[config.mk]
export PLATFORM = sky130hd
export DESIGN_NAME = mlfq_shortest_burst_scheduler
export DESIGN_NICKNAME = d
export VERILOG_FILES = /design/src/hw/rtl/mlfq_sbs_pkg.sv /design/src/hw/rtl/mlfq_sbs_ram.sv /design/src/hw/rtl/mlfq_shortest_burst_scheduler.sv
export VERILOG_INCLUDE_DIRS = /design/src /design/src/hw/rtl
export SDC_FILE = /design/constraint.sdc
export NUM_CORES = 1
export LEC_CHECK = 0
export BUFFER_PORTS_ARGS = -buffer_cell sky130_fd_sc_hd__buf_2
export CORE_ASPECT_RATIO = 0.8
export CORE_MARGIN = 10
export CORE_UTILIZATION = 61
export DETAILED_ROUTE_END_ITERATION = 12
export GPL_TIMING_DRIVEN = 1
export PLACE_DENSITY = 0.87
export SYNTH_ARGS = -nofsm -noshare
export SYNTH_HDL_FRONTEND = slang
export SYNTH_SLANG_ARGS = --single-unit
[constraint.sdc]
create_clock -name clk -period 5.1 [get_ports clk]
set_input_delay 0.765 -clock clk [delete_from_list [all_inputs] [get_ports clk]]
set_output_delay 0.765 -clock clk [all_outputs]
set_load 0.05 [all_outputs]
[src/hw/rtl/assert_macros.svh]
// Assertion helpers; all checks run on clk and are muted while rst_n is low.
`ifndef ASSERT_MACROS_SVH
`define ASSERT_MACROS_SVH

// Check a property on every rising clk edge.
`define ASSERT_CLK(label, prop, msg) \
    label: assert property (@(posedge clk) disable iff (!rst_n) (prop)) else $error(msg);

// Check that an antecedent implies a consequent in the same cycle.
`define ASSERT_IMPL(label, ante, cons, msg) \
    label: assert property (@(posedge clk) disable iff (!rst_n) (ante) |-> (cons)) \
        else $error(msg);

// Check that an antecedent implies a consequent in the next cycle.
`define ASSERT_NEXT(label, ante, cons, msg) \
    label: assert property (@(posedge clk) disable iff (!rst_n) (ante) |=> (cons)) \
        else $error(msg);

`endif

[src/hw/rtl/mlfq_sbs_pkg.sv]
`default_nettype none

package mlfq_sbs_pkg;

    typedef enum logic {
        OP_ADD   = 1'b0,
        OP_SCHED = 1'b1
    } op_t;

    typedef enum logic [1:0] {
        STATUS_ADDED = 2'd0,
        STATUS_FULL  = 2'd1,
        STATUS_SCHED = 2'd2,
        STATUS_NONE  = 2'd3
    } status_t;

    // Register indexes (word address paddr[3:2])
    localparam logic [1:0] REG_Q0 = 2'd0;
    localparam logic [1:0] REG_Q1 = 2'd1;
    localparam logic [1:0] REG_Q2 = 2'd2;
    localparam logic [1:0] REG_Q3 = 2'd3;

    localparam int NUM_QUANTA = 4;
    localparam int BURST_W    = 16;

    localparam logic [BURST_W-1:0] Q0_RESET = 16'(8 * 30);
    localparam logic [BURST_W-1:0] Q1_RESET = 16'(8 * 60);
    localparam logic [BURST_W-1:0] Q2_RESET = 16'(8 * 80);
    localparam logic [BURST_W-1:0] Q3_RESET = 16'(8 * 100);

endpackage

`default_nettype wire

[src/hw/rtl/mlfq_sbs_ram.sv]
`default_nettype none

module mlfq_sbs_ram #(
    parameter int WIDTH = 18,
    parameter int DEPTH = 16
) (
    input  wire logic                     clk,
    input  wire logic                     we,
    input  wire logic [$clog2(DEPTH)-1:0] waddr,
    input  wire logic [WIDTH-1:0]         wdata,
    input  wire logic                     re,
    input  wire logic [$clog2(DEPTH)-1:0] raddr,
    output logic      [WIDTH-1:0]         rdata
);

    logic [WIDTH-1:0] mem [DEPTH];

    always_ff @(posedge clk)
    begin
        if (we)
        begin
            mem[waddr] <= wdata;
        end
        if (re)
        begin
            rdata <= mem[raddr];
        end
    end

endmodule

`default_nettype wire

[src/hw/rtl/mlfq_shortest_burst_scheduler.sv]
// Channel   | Handshake              | Payload
// ----------+------------------------+---------------------------------------------
// request   | req_valid / req_stall  | operation, burst, start_level
// response  | rsp_valid / rsp_stall  | status, slot, level_run, remaining,
//           |                        | finished, new_level, finished_count
// config    | APB psel/penable       | paddr[3:2] selects quantum_level0..3
//
// Add transaction: the response register loads in ST_ADD once the output is free.
// Schedule transaction: ST_SCAN reads the occupied slots, then ST_CHARGE loads the response;
// one RAM with one read and one write port, scanned one slot per cycle, one comparator.
// req_stall is high from accept until the response register is loaded.
// A pending response held by rsp_stall delays the final state of the next item.
// Reset (rst_n, async, active low) empties the table; slot contents are never cleared.
`default_nettype none

module mlfq_shortest_burst_scheduler
    import mlfq_sbs_pkg::*;
#(
    parameter int SLOTS  = 16,
    parameter int LEVELS = 4
) (
    input  wire logic        clk,
    input  wire logic        rst_n,

    // request channel
    input  wire logic        req_valid,
    output logic             req_stall,
    input  wire logic        operation,
    input  wire logic [15:0] burst,
    input  wire logic [1:0]  start_level,

    // response channel
    output logic             rsp_valid,
    input  wire logic        rsp_stall,
    output logic [1:0]       status,
    output logic [3:0]       slot,
    output logic [1:0]       level_run,
    output logic [15:0]      remaining,
    output logic             finished,
    output logic [1:0]       new_level,
    output logic [4:0]       finished_count,

    // configuration port
    input  wire logic        psel,
    input  wire logic        penable,
    input  wire logic        pwrite,
    input  wire logic [3:0]  paddr,
    input  wire logic [31:0] pwdata,
    output logic [31:0]      prdata,
    output logic             pready
);

    localparam int LW = $clog2(LEVELS);   // stored level width
    localparam int AW = $clog2(SLOTS);    // slot address width
    localparam int CW = $clog2(SLOTS + 1); // occupancy counter width
    localparam int DW = LW + BURST_W;     // table word: {level, burst}

    typedef enum logic [1:0] {
        ST_IDLE,
        ST_ADD,
        ST_SCAN,
        ST_CHARGE
    } state_t;

    // ------------------------------------------------------------------
    // Registers
    // ------------------------------------------------------------------
    state_t               state_reg,      state_next;
    logic [BURST_W-1:0]   burst_in_reg,   burst_in_next;
    logic [LW-1:0]        lev_in_reg,     lev_in_next;
    logic [CW-1:0]        idx_reg,        idx_next;
    logic                 cmp_vld_reg,    cmp_vld_next;
    logic [AW-1:0]        cmp_idx_reg,    cmp_idx_next;
    logic                 found_reg,      found_next;
    logic [DW-1:0]        best_reg,       best_next;
    logic [AW-1:0]        pick_reg,       pick_next;
    logic [CW-1:0]        task_count_reg, task_count_next;
    logic [CW-1:0]        done_count_reg, done_count_next;
    logic [BURST_W-1:0]   quantum_reg [NUM_QUANTA];
    logic [BURST_W-1:0]   quantum_next [NUM_QUANTA];

    logic                 rsp_valid_reg,  rsp_valid_next;
    status_t              status_reg,     status_next;
    logic [AW-1:0]        slot_reg,       slot_next;
    logic [LW-1:0]        lrun_reg,       lrun_next;
    logic [BURST_W-1:0]   rem_reg,        rem_next;
    logic                 fin_reg,        fin_next;
    logic [LW-1:0]        nlev_reg,       nlev_next;

    // ------------------------------------------------------------------
    // Slot table
    // ------------------------------------------------------------------
    logic          ram_we;
    logic [AW-1:0] ram_waddr;
    logic [DW-1:0] ram_wdata;
    logic          ram_re;
    logic [AW-1:0] ram_raddr;
    logic [DW-1:0] ram_rdata;

    mlfq_sbs_ram #(
        .WIDTH (DW),
        .DEPTH (SLOTS)
    ) u_table (
        .clk   (clk),
        .we    (ram_we),
        .waddr (ram_waddr),
        .wdata (ram_wdata),
        .re    (ram_re),
        .raddr (ram_raddr),
        .rdata (ram_rdata)
    );

    // ------------------------------------------------------------------
    // Shared datapath
    // ------------------------------------------------------------------
    logic               out_free;
    logic               table_full;
    logic [LW-1:0]      lev_sat;
    logic               cand_better;
    logic [LW-1:0]      best_lev;
    logic [BURST_W-1:0] best_burst;
    logic [1:0]         qidx;
    logic [BURST_W-1:0] q;
    logic               fits;
    logic [BURST_W-1:0] charge_rem;
    logic [LW-1:0]      charge_nlev;
    logic               cfg_we;

    assign out_free   = !rsp_valid_reg || !rsp_stall;
    assign table_full = (task_count_reg == CW'(SLOTS));

    // start level saturates at the bottom level
    assign lev_sat = (32'(start_level) > 32'(LEVELS - 1)) ? LW'(LEVELS - 1)
                                                          : LW'(start_level);

    // Lexicographic {level, burst} compare; strict less keeps the lower slot on ties.
    // A zero burst is never ready.
    assign cand_better = (ram_rdata[BURST_W-1:0] != '0) &&
                         (!found_reg || (ram_rdata < best_reg));

    assign best_lev   = best_reg[DW-1:BURST_W];
    assign best_burst = best_reg[BURST_W-1:0];

    // levels past the last register share quantum_level3
    assign qidx = (32'(best_lev) > 32'(NUM_QUANTA - 1)) ? 2'(NUM_QUANTA - 1) : 2'(best_lev);
    assign q    = quantum_reg[qidx];

    assign fits        = (best_burst <= q);
    assign charge_rem  = fits ? '0 : (best_burst - q);
    assign charge_nlev = (fits || (best_lev == LW'(LEVELS - 1))) ? best_lev
                                                                 : LW'(best_lev + 1'b1);

    assign cfg_we = psel && penable && pwrite && pready;

    // ------------------------------------------------------------------
    // Sequencer
    // ------------------------------------------------------------------
    always_comb
    begin
        state_next      = state_reg;
        burst_in_next   = burst_in_reg;
        lev_in_next     = lev_in_reg;
        idx_next        = idx_reg;
        cmp_vld_next    = 1'b0;
        cmp_idx_next    = cmp_idx_reg;
        found_next      = found_reg;
        best_next       = best_reg;
        pick_next       = pick_reg;
        task_count_next = task_count_reg;
        done_count_next = done_count_reg;
        quantum_next    = quantum_reg;

        rsp_valid_next  = rsp_valid_reg && rsp_stall;
        status_next     = status_reg;
        slot_next       = slot_reg;
        lrun_next       = lrun_reg;
        rem_next        = rem_reg;
        fin_next        = fin_reg;
        nlev_next       = nlev_reg;

        ram_we    = 1'b0;
        ram_waddr = pick_reg;
        ram_wdata = {charge_nlev, charge_rem};
        ram_re    = 1'b0;
        ram_raddr = idx_reg[AW-1:0];

        if (cfg_we)
        begin
            case (paddr[3:2])
                REG_Q0:  quantum_next[0] = pwdata[BURST_W-1:0];
                REG_Q1:  quantum_next[1] = pwdata[BURST_W-1:0];
                REG_Q2:  quantum_next[2] = pwdata[BURST_W-1:0];
                REG_Q3:  quantum_next[3] = pwdata[BURST_W-1:0];
                default: ;
            endcase
        end

        case (state_reg)
            ST_IDLE:
            begin
                if (req_valid)
                begin
                    burst_in_next = burst;
                    lev_in_next   = lev_sat;
                    idx_next      = '0;
                    found_next    = 1'b0;
                    state_next    = (op_t'(operation) == OP_ADD) ? ST_ADD : ST_SCAN;
                end
            end

            ST_ADD:
            begin
                if (out_free)
                begin
                    rsp_valid_next = 1'b1;
                    lrun_next      = '0;
                    rem_next       = '0;
                    fin_next       = 1'b0;
                    nlev_next      = '0;
                    if (table_full)
                    begin
                        status_next = STATUS_FULL;
                        slot_next   = '0;
                    end
                    else
                    begin
                        ram_we          = 1'b1;
                        ram_waddr       = task_count_reg[AW-1:0];
                        ram_wdata       = {lev_in_reg, burst_in_reg};
                        task_count_next = CW'(task_count_reg + 1'b1);
                        status_next     = STATUS_ADDED;
                        slot_next       = task_count_reg[AW-1:0];
                    end
                    state_next = ST_IDLE;
                end
            end

            ST_SCAN:
            begin
                // read slot idx; its data is compared in the next cycle
                if (idx_reg < task_count_reg)
                begin
                    ram_re       = 1'b1;
                    cmp_vld_next = 1'b1;
                    cmp_idx_next = idx_reg[AW-1:0];
                    idx_next     = CW'(idx_reg + 1'b1);
                end
                else if (!cmp_vld_reg)
                begin
                    state_next = ST_CHARGE;
                end

                if (cmp_vld_reg && cand_better)
                begin
                    found_next = 1'b1;
                    best_next  = ram_rdata;
                    pick_next  = cmp_idx_reg;
                end
            end

            ST_CHARGE:
            begin
                if (out_free)
                begin
                    rsp_valid_next = 1'b1;
                    if (found_reg)
                    begin
                        ram_we      = 1'b1;
                        status_next = STATUS_SCHED;
                        slot_next   = pick_reg;
                        lrun_next   = best_lev;
                        rem_next    = charge_rem;
                        fin_next    = fits;
                        nlev_next   = charge_nlev;
                        if (fits)
                        begin
                            done_count_next = CW'(done_count_reg + 1'b1);
                        end
                    end
                    else
                    begin
                        status_next = STATUS_NONE;
                        slot_next   = '0;
                        lrun_next   = '0;
                        rem_next    = '0;
                        fin_next    = 1'b0;
                        nlev_next   = '0;
                    end
                    state_next = ST_IDLE;
                end
            end

            default:
            begin
                state_next = ST_IDLE;
            end
        endcase
    end

    always_ff @(posedge clk or negedge rst_n)
    begin
        if (!rst_n)
        begin
            state_reg      <= ST_IDLE;
            burst_in_reg   <= '0;
            lev_in_reg     <= '0;
            idx_reg        <= '0;
            cmp_vld_reg    <= 1'b0;
            cmp_idx_reg    <= '0;
            found_reg      <= 1'b0;
            best_reg       <= '0;
            pick_reg       <= '0;
            task_count_reg <= '0;
            done_count_reg <= '0;
            quantum_reg[0] <= Q0_RESET;
            quantum_reg[1] <= Q1_RESET;
            quantum_reg[2] <= Q2_RESET;
            quantum_reg[3] <= Q3_RESET;
            rsp_valid_reg  <= 1'b0;
            status_reg     <= STATUS_ADDED;
            slot_reg       <= '0;
            lrun_reg       <= '0;
            rem_reg        <= '0;
            fin_reg        <= 1'b0;
            nlev_reg       <= '0;
        end
        else
        begin
            state_reg      <= state_next;
            burst_in_reg   <= burst_in_next;
            lev_in_reg     <= lev_in_next;
            idx_reg        <= idx_next;
            cmp_vld_reg    <= cmp_vld_next;
            cmp_idx_reg    <= cmp_idx_next;
            found_reg      <= found_next;
            best_reg       <= best_next;
            pick_reg       <= pick_next;
            task_count_reg <= task_count_next;
            done_count_reg <= done_count_next;
            quantum_reg    <= quantum_next;
            rsp_valid_reg  <= rsp_valid_next;
            status_reg     <= status_next;
            slot_reg       <= slot_next;
            lrun_reg       <= lrun_next;
            rem_reg        <= rem_next;
            fin_reg        <= fin_next;
            nlev_reg       <= nlev_next;
        end
    end

    // ------------------------------------------------------------------
    // Ports
    // ------------------------------------------------------------------
    assign req_stall      = (state_reg != ST_IDLE);
    assign rsp_valid      = rsp_valid_reg;
    assign status         = status_reg;
    assign slot           = 4'(slot_reg);
    assign level_run      = 2'(lrun_reg);
    assign remaining      = rem_reg;
    assign finished       = fin_reg;
    assign new_level      = 2'(nlev_reg);
    assign finished_count = 5'(done_count_reg);

    assign pready = 1'b1;
    assign prdata = {16'b0, quantum_reg[paddr[3:2]]};

    // ------------------------------------------------------------------
    // Assertions
    // ------------------------------------------------------------------
`include "assert_macros.svh"

    `ASSERT_CLK(a_done_le_tasks, done_count_reg <= task_count_reg, "more finished than added")
    `ASSERT_NEXT(a_write_loads_rsp, ram_we, rsp_valid_reg, "table write without response")
    `ASSERT_IMPL(a_fin_zero_rem, rsp_valid_reg && fin_reg, rem_reg == '0, "finished with burst")
    `ASSERT_IMPL(a_cmp_in_scan, cmp_vld_reg, state_reg == ST_SCAN, "compare outside scan")

endmodule

`default_nettype wire
==> results of run 1 <==
-- metrics by stage --
stage	hold WS [ns]	power, mW	utilization, %	area, um^2	std cells
after floorplan	0.4374	9.784	-	20160	1219
after global placement	0.4563	11.32	65.03	21120	1702
after detailed placement	0.4642	11.66	65.03	21120	1702
after CTS	0.3768	14.72	68.98	22410	1779
after global routing	0.4026	15.40	68.98	22410	1779
final	0.3662	14.78	68.98	22410	1779
-- layer usage --
| layer | vias up | share of wire, % | track usage, % |
|---|---|---|---|
| li1 | 4861 | - | - |
| met1 | 6057 | 39 | 32.67 |
| met2 | 649 | 47 | 37.47 |
| met3 | 106 | 11 | 6.548 |
| met4 | 0 | 2.6 | 7.717 |
| met5 | - | 0 | 0 |
-- worst max-delay path, cell delays in order, from the launching register on --
cell and delay [ns]:
dfrtp_1 1.03, mux4_2 0.38, inv_1 0.07, ha_1 0.42, nand4_1 0.21, a21oi_1 0.37
o211ai_1 0.25, a211oi_2 0.32, xnor2_1 0.15, a21oi_1 0.97
-- final cells by class --
| cell class | instances | area (um^2) | share of cell area [%] |
|---|---|---|---|
| flip-flops and latches | 461 | 13090 | 58.42 |
| multi-input cells | 638 | 6564 | 29.30 |
| clock buffers | 53 | 1114 | 4.970 |
| repair buffers | 130 | 762.0 | 3.401 |
| well taps | 427 | 534.3 | 2.385 |
| inverters | 46 | 172.7 | 0.7707 |
| clock inverters | 24 | 170.2 | 0.7595 |
-- logic make-up after synthesis --
group / Yosys count / synth area share, %
simple gates: 212 / 4.862
other cells: 2 / 0.03736
flops: 461 / 65.10
compound gates: 126 / 4.507
buf+inv: 120 / 2.789
fa+ha+maj: 44 / 2.776
mux: 218 / 19.02
xor+xnor: 21 / 0.9151
-- worst min path at each step --
stage                 startpoint                end  slack, ns  cells after the start
6_report                   rst_n    quantum_reg[50]       0.37                      1
5_1_grt                burst[12]   burst_in_reg[12]       0.40                      3
4_1_cts                burst[12]   burst_in_reg[12]       0.38                      3
3_5_place_dp    burst_in_reg[11]   burst_in_reg[11]       0.46                      2
3_3_place_gp   finished_count[4]  finished_count[4]       0.46                      1
2_1_floorplan    burst_in_reg[6]    burst_in_reg[6]       0.44                      2
-- power groups by stage --
stage | clock, mW | sequential [mW] | combinational (mW)
final | 2.99 | 6.12 | 5.67
after global routing | 3.16 | 6.18 | 6.06
after CTS | 3.02 | 6.10 | 5.59
after detailed placement | 0 | 6.17 | 5.49
after global placement | 0 | 6.11 | 5.21
after floorplan | 0 | 6.05 | 3.74
-- cell usage after synthesis, types with 13 or more instances --
cell type and n:
ha_1 43, mux4_2 122, buf_2 22, dfrtp_1 142, nand2_1 97, inv_1 45
dfstp_2 13, xnor2_1 16, a21oi_1 18, clkbuf_1 24, buf_4 22, a22o_1 14
nor2_1 41, mux2_2 70, mux2_1 21, edfxtp_1 306, o21ai_0 25
==> flow_summary.json, run 1 <==
{
  "synth.top_cell.area_share_pct": 45.72,
  "numPortBuffers": 93,
  "hold_class": "input port to asynchronous set/reset pin",
  "drt-vias-per-instance": 6.562,
  "critPathLaunchType": "register",
  "die_w_um": 222.9,
  "fp-row-count": 59,
  "p_leak_nw": 8.512,
  "cp-end-kind": "register",
  "path_max_fanout": 20,
  "cts_tree": "done",
  "antenna_found_initial": 0,
  "max_slew_margin_pct": 18.59,
  "drt_wl_total_um": 49160,
  "fin_tns_setup_ns": 0,
  "r2r_start": "best_reg[17]",
  "routabilityCongestion": 0.9296,
  "ctsHoldBuffers": 0,
  "postCtsSetupBuffers": 0,
  "drive_above_1_share_pct": 31.73,
  "io-pin-count": 129,
  "root_buffer": "clkbuf_16",
  "ys_ff_latch": 461,
  "initial_core_util_pct": 61.88,
  "ant_nets": 0,
  "reg2reg_slack_ns": 0.55,
  "dr_total_vias": 11670,
  "rr_worst_depth": 9,
  "combPwrFrac_pct": 38.4,
  "fmax_mhz": 219.5,
  "layout_common_cells": "edfxtp_1, dfrtp_1, mux4_2, nand2_1, buf_2",
  "syn-instance-count": 1204,
  "synth_edf_count": 306,
  "gr-usage-all-layers_pct": 24.10,
  "antenna_cells": 0,
  "drv_cap": 0,
  "seq_area_frac_synth_pct": 65.10,
  "dieArea_um2": 40660,
  "crit_end": "u_table.mem[0][16]",
  "layout_setup_ws_ns": 0.5451,
  "worstMarginPinSlew_ns": 1.221,
  "startpoint": "best_reg[17]",
  "largest_reg_flops": 288,
  "yosysWarningCount": 0,
  "p_per_area_nw_per_um2": 659.6,
  "timing.final.crit_share_pct": 89.31,
  "setup_violations": 0,
  "die_y_um": 182.4,
  "grt_pass1_wl_um": 74930,
  "seqPwrFrac_pct": 41.4,
  "dr.pass1.iters": 5,
  "vdd_drop_max_v": 0.0005606,
  "synth_area_um2": 20100,
  "grt.overflow.total": 0,
  "fillers": 1997,
  "worst-setup-path-type": "register to register",
  "clkSinkCount": 461,
  "synthArstFlopShare_pct": 33.62,
  "h-tree-depth": 2,
  "worstPathArrival_ns": 4.73,
  "layout_commonest_cell": "edfxtp_1",
  "clock_path_buffers": 3,
  "wire_per_inst_um": 27.64,
  "clock_latency_ns": 0.56,
  "skew_ns": 0.02502,
  "fin_nets": 1425,
  "min_period_ns": 4.555,
  "clk_pin_slew_ns": 0.07,
  "synth_top_area_cell": "edfxtp_1",
  "ys.flop_type": "edfxtp_1",
  "synth_cell_types": 68,
  "intPower_mw": 9.248,
  "drtIter0Drc": 1341,
  "area_growth_pct": 11.47,
  "grt_pass1_vias": 12190,
  "grt_max_degree": 116,
  "rsz0062_at_grt": "false",
  "fp.coreArea_um2": 32480,
  "cts_buffers": 42,
  "post_cts_resized": 0,
  "remaining_drc_errors": 0,
  "p_clk_share_pct": 20.2,
  "required_ns": 5.28,
  "worstReg2RegEnd": "u_table.mem[0][16]",
  "drv_slew": 0,
  "post-place-ws_ns": 0.7498,
  "outcome": "completed",
  "synth_area_leaders": "edfxtp_1, dfrtp_1, mux4_2, mux2_2, ha_1",
  "power_switching_mw": 5.530,
  "hold_violations": 0,
  "synth.avg_cell_area_um2": 16.69,
  "sw_frac_of_total_pct": 37.42,
  "dp_hpwl_um": 31060
}
Note: power is estimated with default switching activity, not from simulation.
==> run 2, diff against run 1 <==
--- a/config.mk
+++ b/config.mk
@@ -17,2 +17,3 @@
 export SYNTH_HDL_FRONTEND = slang
+export SYNTH_HIERARCHICAL = 1
 export SYNTH_SLANG_ARGS = --single-unit
==> constraint.sdc (replaced) <==
create_clock -name clk -period 5.1 [get_ports clk]
set_input_delay 1.02 -clock clk [delete_from_list [all_inputs] [get_ports clk]]
set_output_delay 1.02 -clock clk [all_outputs]
set_load 0.05 [all_outputs]
==> run 2 against run 1 <==
Net effect:
- die area up 4.2%
- maximum frequency is 1.6% lower
- combinational power increased by 32%
- non-clock buffer count increased by 11
- wire length up 11%
- clock power is 21% higher
- design area up 5.4%
- register-to-register slack worse by 0.07 ns
- first-iteration DRC count grew 47%
- worst hold slack better by 0.082 ns
- final cell count rose by 13%
==> flow_summary.json, run 2 <==
{
  "grt.overflow.total": 0,
  "multiInputGateArea_um2": 7367,
  "rsz0062_at_grt": "false",
  "critPathLaunchType": "register",
  "root_buffer": "clkbuf_16",
  "postCtsSetupBuffers": 0,
  "dr_total_vias": 13530,
  "fin_tns_setup_ns": 0,
  "die_w_um": 227.7,
  "synth_cell_types": 67,
  "remaining_drc_errors": 0,
  "area_growth_pct": 12.26,
  "ctsHoldBuffers": 0,
  "crit_end": "u_table/mem[9][16]",
  "grt_pass1_wl_um": 84220,
  "grt_pass1_vias": 13880,
  "max_slew_margin_pct": 23.74,
  "clk_pin_slew_ns": 0.06,
  "grt_max_degree": 68,
  "finish.utilization_pct": 69.77,
  "io-pin-count": 129,
  "h-tree-depth": 2,
  "p_clk_share_pct": 20.0,
  "skew_ns": 0.01369,
  "largest_reg_flops": 288,
  "rr_worst_depth": 10,
  "seqCellArea_um2": 13090,
  "die_y_um": 186.1,
  "cts_tree": "done",
  "intPower_mw": 10.79,
  "seq_area_frac_synth_pct": 62.17,
  "fmax_mhz": 216.0,
  "synth_top_area_cell": "edfxtp_1",
  "initial_core_util_pct": 62.15,
  "crit_path_cell_trace": "buf_4 > mux4_2 > inv_1 > ha_1 > nand2_1 > o21ai_0 > o2111ai_2 > a21boi_2 > xnor2_1 > a21oi_1",
  "ys_ff_latch": 461,
  "drt_wl_total_um": 54790,
  "syn-instance-count": 1403,
  "antenna_cells": 0,
  "path_delay_family": "compound AO/OA/AOI/OAI gates",
  "layout_common_cells": "edfxtp_1, nand2_1, dfrtp_1, buf_2, mux4_2",
  "layout_commonest_cell": "edfxtp_1",
  "drt-vias-per-instance": 6.747,
  "worstReg2RegEnd": "u_table/mem[9][16]",
  "post_cts_resized": 0,
  "sw_frac_of_total_pct": 40.12,
  "dieArea_um2": 42370,
  "ant_nets": 0,
  "worstMarginPinSlew_ns": 1.144,
  "dp_hpwl_um": 33740,
  "p_per_area_nw_per_um2": 762.7,
  "required_ns": 5.30,
  "drv_cap": 0,
  "yosysWarningCount": 6,
  "path_max_fanout": 16,
  "layout_setup_ws_ns": 0.4708,
  "worstPathArrival_ns": 4.83,
  "yosysMostFrequentCell": "edfxtp_1",
  "dr.pass1.iters": 6,
  "reg2reg_slack_ns": 0.47,
  "r2r_start": "best_reg[16]",
  "critPathBufInv": 2,
  "fp.coreArea_um2": 33860,
  "startpoint": "best_reg[16]",
  "fillers": 2091,
  "hold_violations": 0,
  "synth.avg_cell_area_um2": 15.00,
  "fp-row-count": 60,
  "clkSinkCount": 461,
  "clock_path_buffers": 3,
  "synth_common_cells": "edfxtp_1, nand2_1, dfrtp_1",
  "synth.top_cell.area_share_pct": 43.66,
  "setup_violations": 0,
  "antenna_found_initial": 0,
  "drtIter0Drc": 1975,
  "clock_latency_ns": 0.57,
  "synthArstFlopShare_pct": 33.62,
  "slowest_delay_ns": 0.95,
  "cp_slowest_cell": "a21oi_1",
  "combPwrFrac_pct": 41.5,
  "routabilityCongestion": 0.8681,
  "post-place-ws_ns": 0.6394,
  "synth_area_um2": 21040,
  "cp.depth": 10,
  "seqPwrFrac_pct": 38.5,
  "synth_area_leaders": "edfxtp_1, dfrtp_1, mux4_2, mux2_2, nand2_1",
  "timing.final.crit_share_pct": 90.77,
  "drv_slew": 0,
  "p_leak_nw": 9.000,
  "synth_edf_count": 306,
  "fin_nets": 1612,
  "numPortBuffers": 93,
  "vdd_drop_max_v": 0.0004873,
  "cp-end-kind": "register",
  "min_period_ns": 4.629,
  "ys.flop_type": "edfxtp_1",
  "cts_buffers": 44,
  "power_switching_mw": 7.228,
  "wire_per_inst_um": 27.32,
  "hold_class": "input port to asynchronous set/reset pin",
  "drive_above_1_share_pct": 27.58,
  "worst-setup-path-type": "register to register",
  "gr-usage-all-layers_pct": 26.38,
  "outcome": "completed"
}
-- run 2: cell count changes after synthesis, moves of 18 or more --
cell / delta
o2111ai_1: +24
a22oi_1: +38
nand2_1: +63
mux2_1: -20
nor3b_1: +18
mux4_2: -40
or3_1: +21
mux4_1: +22
nand3_1: +26
-- run 2: layout make-up --
class	count	area share (%)
multi-input cells	812	31.18
clock buffers	56	4.979
flip-flops and latches	461	55.40
inverters	46	0.7309
clock inverters	25	1.716
well taps	465	2.463
repair buffers	141	3.522
-- run 2: worst register-to-register path: cells and delay by family (launching register included) --
family	cells	cell delay (ns)
muxes	1	0.54
DFF	1	0.81
and+or+nand+nor	1	0.09
AOI/OAI and AO/OA	4	1.95
adders and majority gates	1	0.26
buffers and inverters	2	0.42
xor gates and xnor gates	1	0.19
-- run 2: cells by family (layout without fill, tap and decap cells) --
kind of cell | Yosys count | count (layout) | share of synthesized area [%]
AO/OA/AOI/OAI | 209 | 209 | 7.551
XOR/XNOR | 23 | 23 | 0.9572
adder cells (fa/ha/maj) | 44 | 44 | 2.652
buffers and inverters | 145 | 268 | 3.437
flip-flops | 461 | 461 | 62.17
multiplexers | 178 | 178 | 15.46
other | 2 | 17 | 0.03569
AND/OR/NAND/NOR | 341 | 341 | 7.735
-- run 2: worst min path at each step --
stage | startpoint | to | slack (ns) | cells past startpoint
6_report | rst_n | state_reg[1] | 0.45 | 1
3_3_place_gp | finished_count[4] | finished_count[4] | 0.45 | 1
4_1_cts | rst_n | rsp_valid | 0.46 | 1
2_1_floorplan | task_count_reg[2] | task_count_reg[2] | 0.44 | 1
3_5_place_dp | finished_count[4] | finished_count[4] | 0.46 | 1
5_1_grt | finished_count[4] | finished_count[4] | 0.48 | 1
-- run 2: power by group through the flow --
stage | clock network [mW] | logic (mW) | registers, mW
final | 3.61 | 7.48 | 6.93
after global routing | 3.78 | 8.01 | 7.00
after CTS | 3.63 | 7.36 | 6.90
after detailed placement | 0 | 7.22 | 6.94
after global placement | 0 | 6.86 | 6.88
after floorplan | 0 | 4.86 | 6.88
-- run 2: stage by stage --
step / hold WS, ns / power, mW / cell area [um^2] / std cells
4_1_cts: 0.4638 / 17.89 / 23620 / 2006
3_5_place_dp: 0.4601 / 14.15 / 22040 / 1925
6_report: 0.4484 / 18.02 / 23620 / 2006
2_1_floorplan: 0.4448 / 11.74 / 21100 / 1418
5_1_grt: 0.4779 / 18.79 / 23620 / 2006
3_3_place_gp: 0.4497 / 13.74 / 22040 / 1925
-- run 2: per-layer routing --
metal | GRT usage (%) | wire length (um) | vias to the layer above
li1 | - | - | 5605
met1 | 35.28 | 20460 | 6815
met2 | 42.07 | 26070 | 943
met3 | 5.448 | 6011 | 171
met4 | 10.54 | 2251 | 0
met5 | 0 | 0 | -
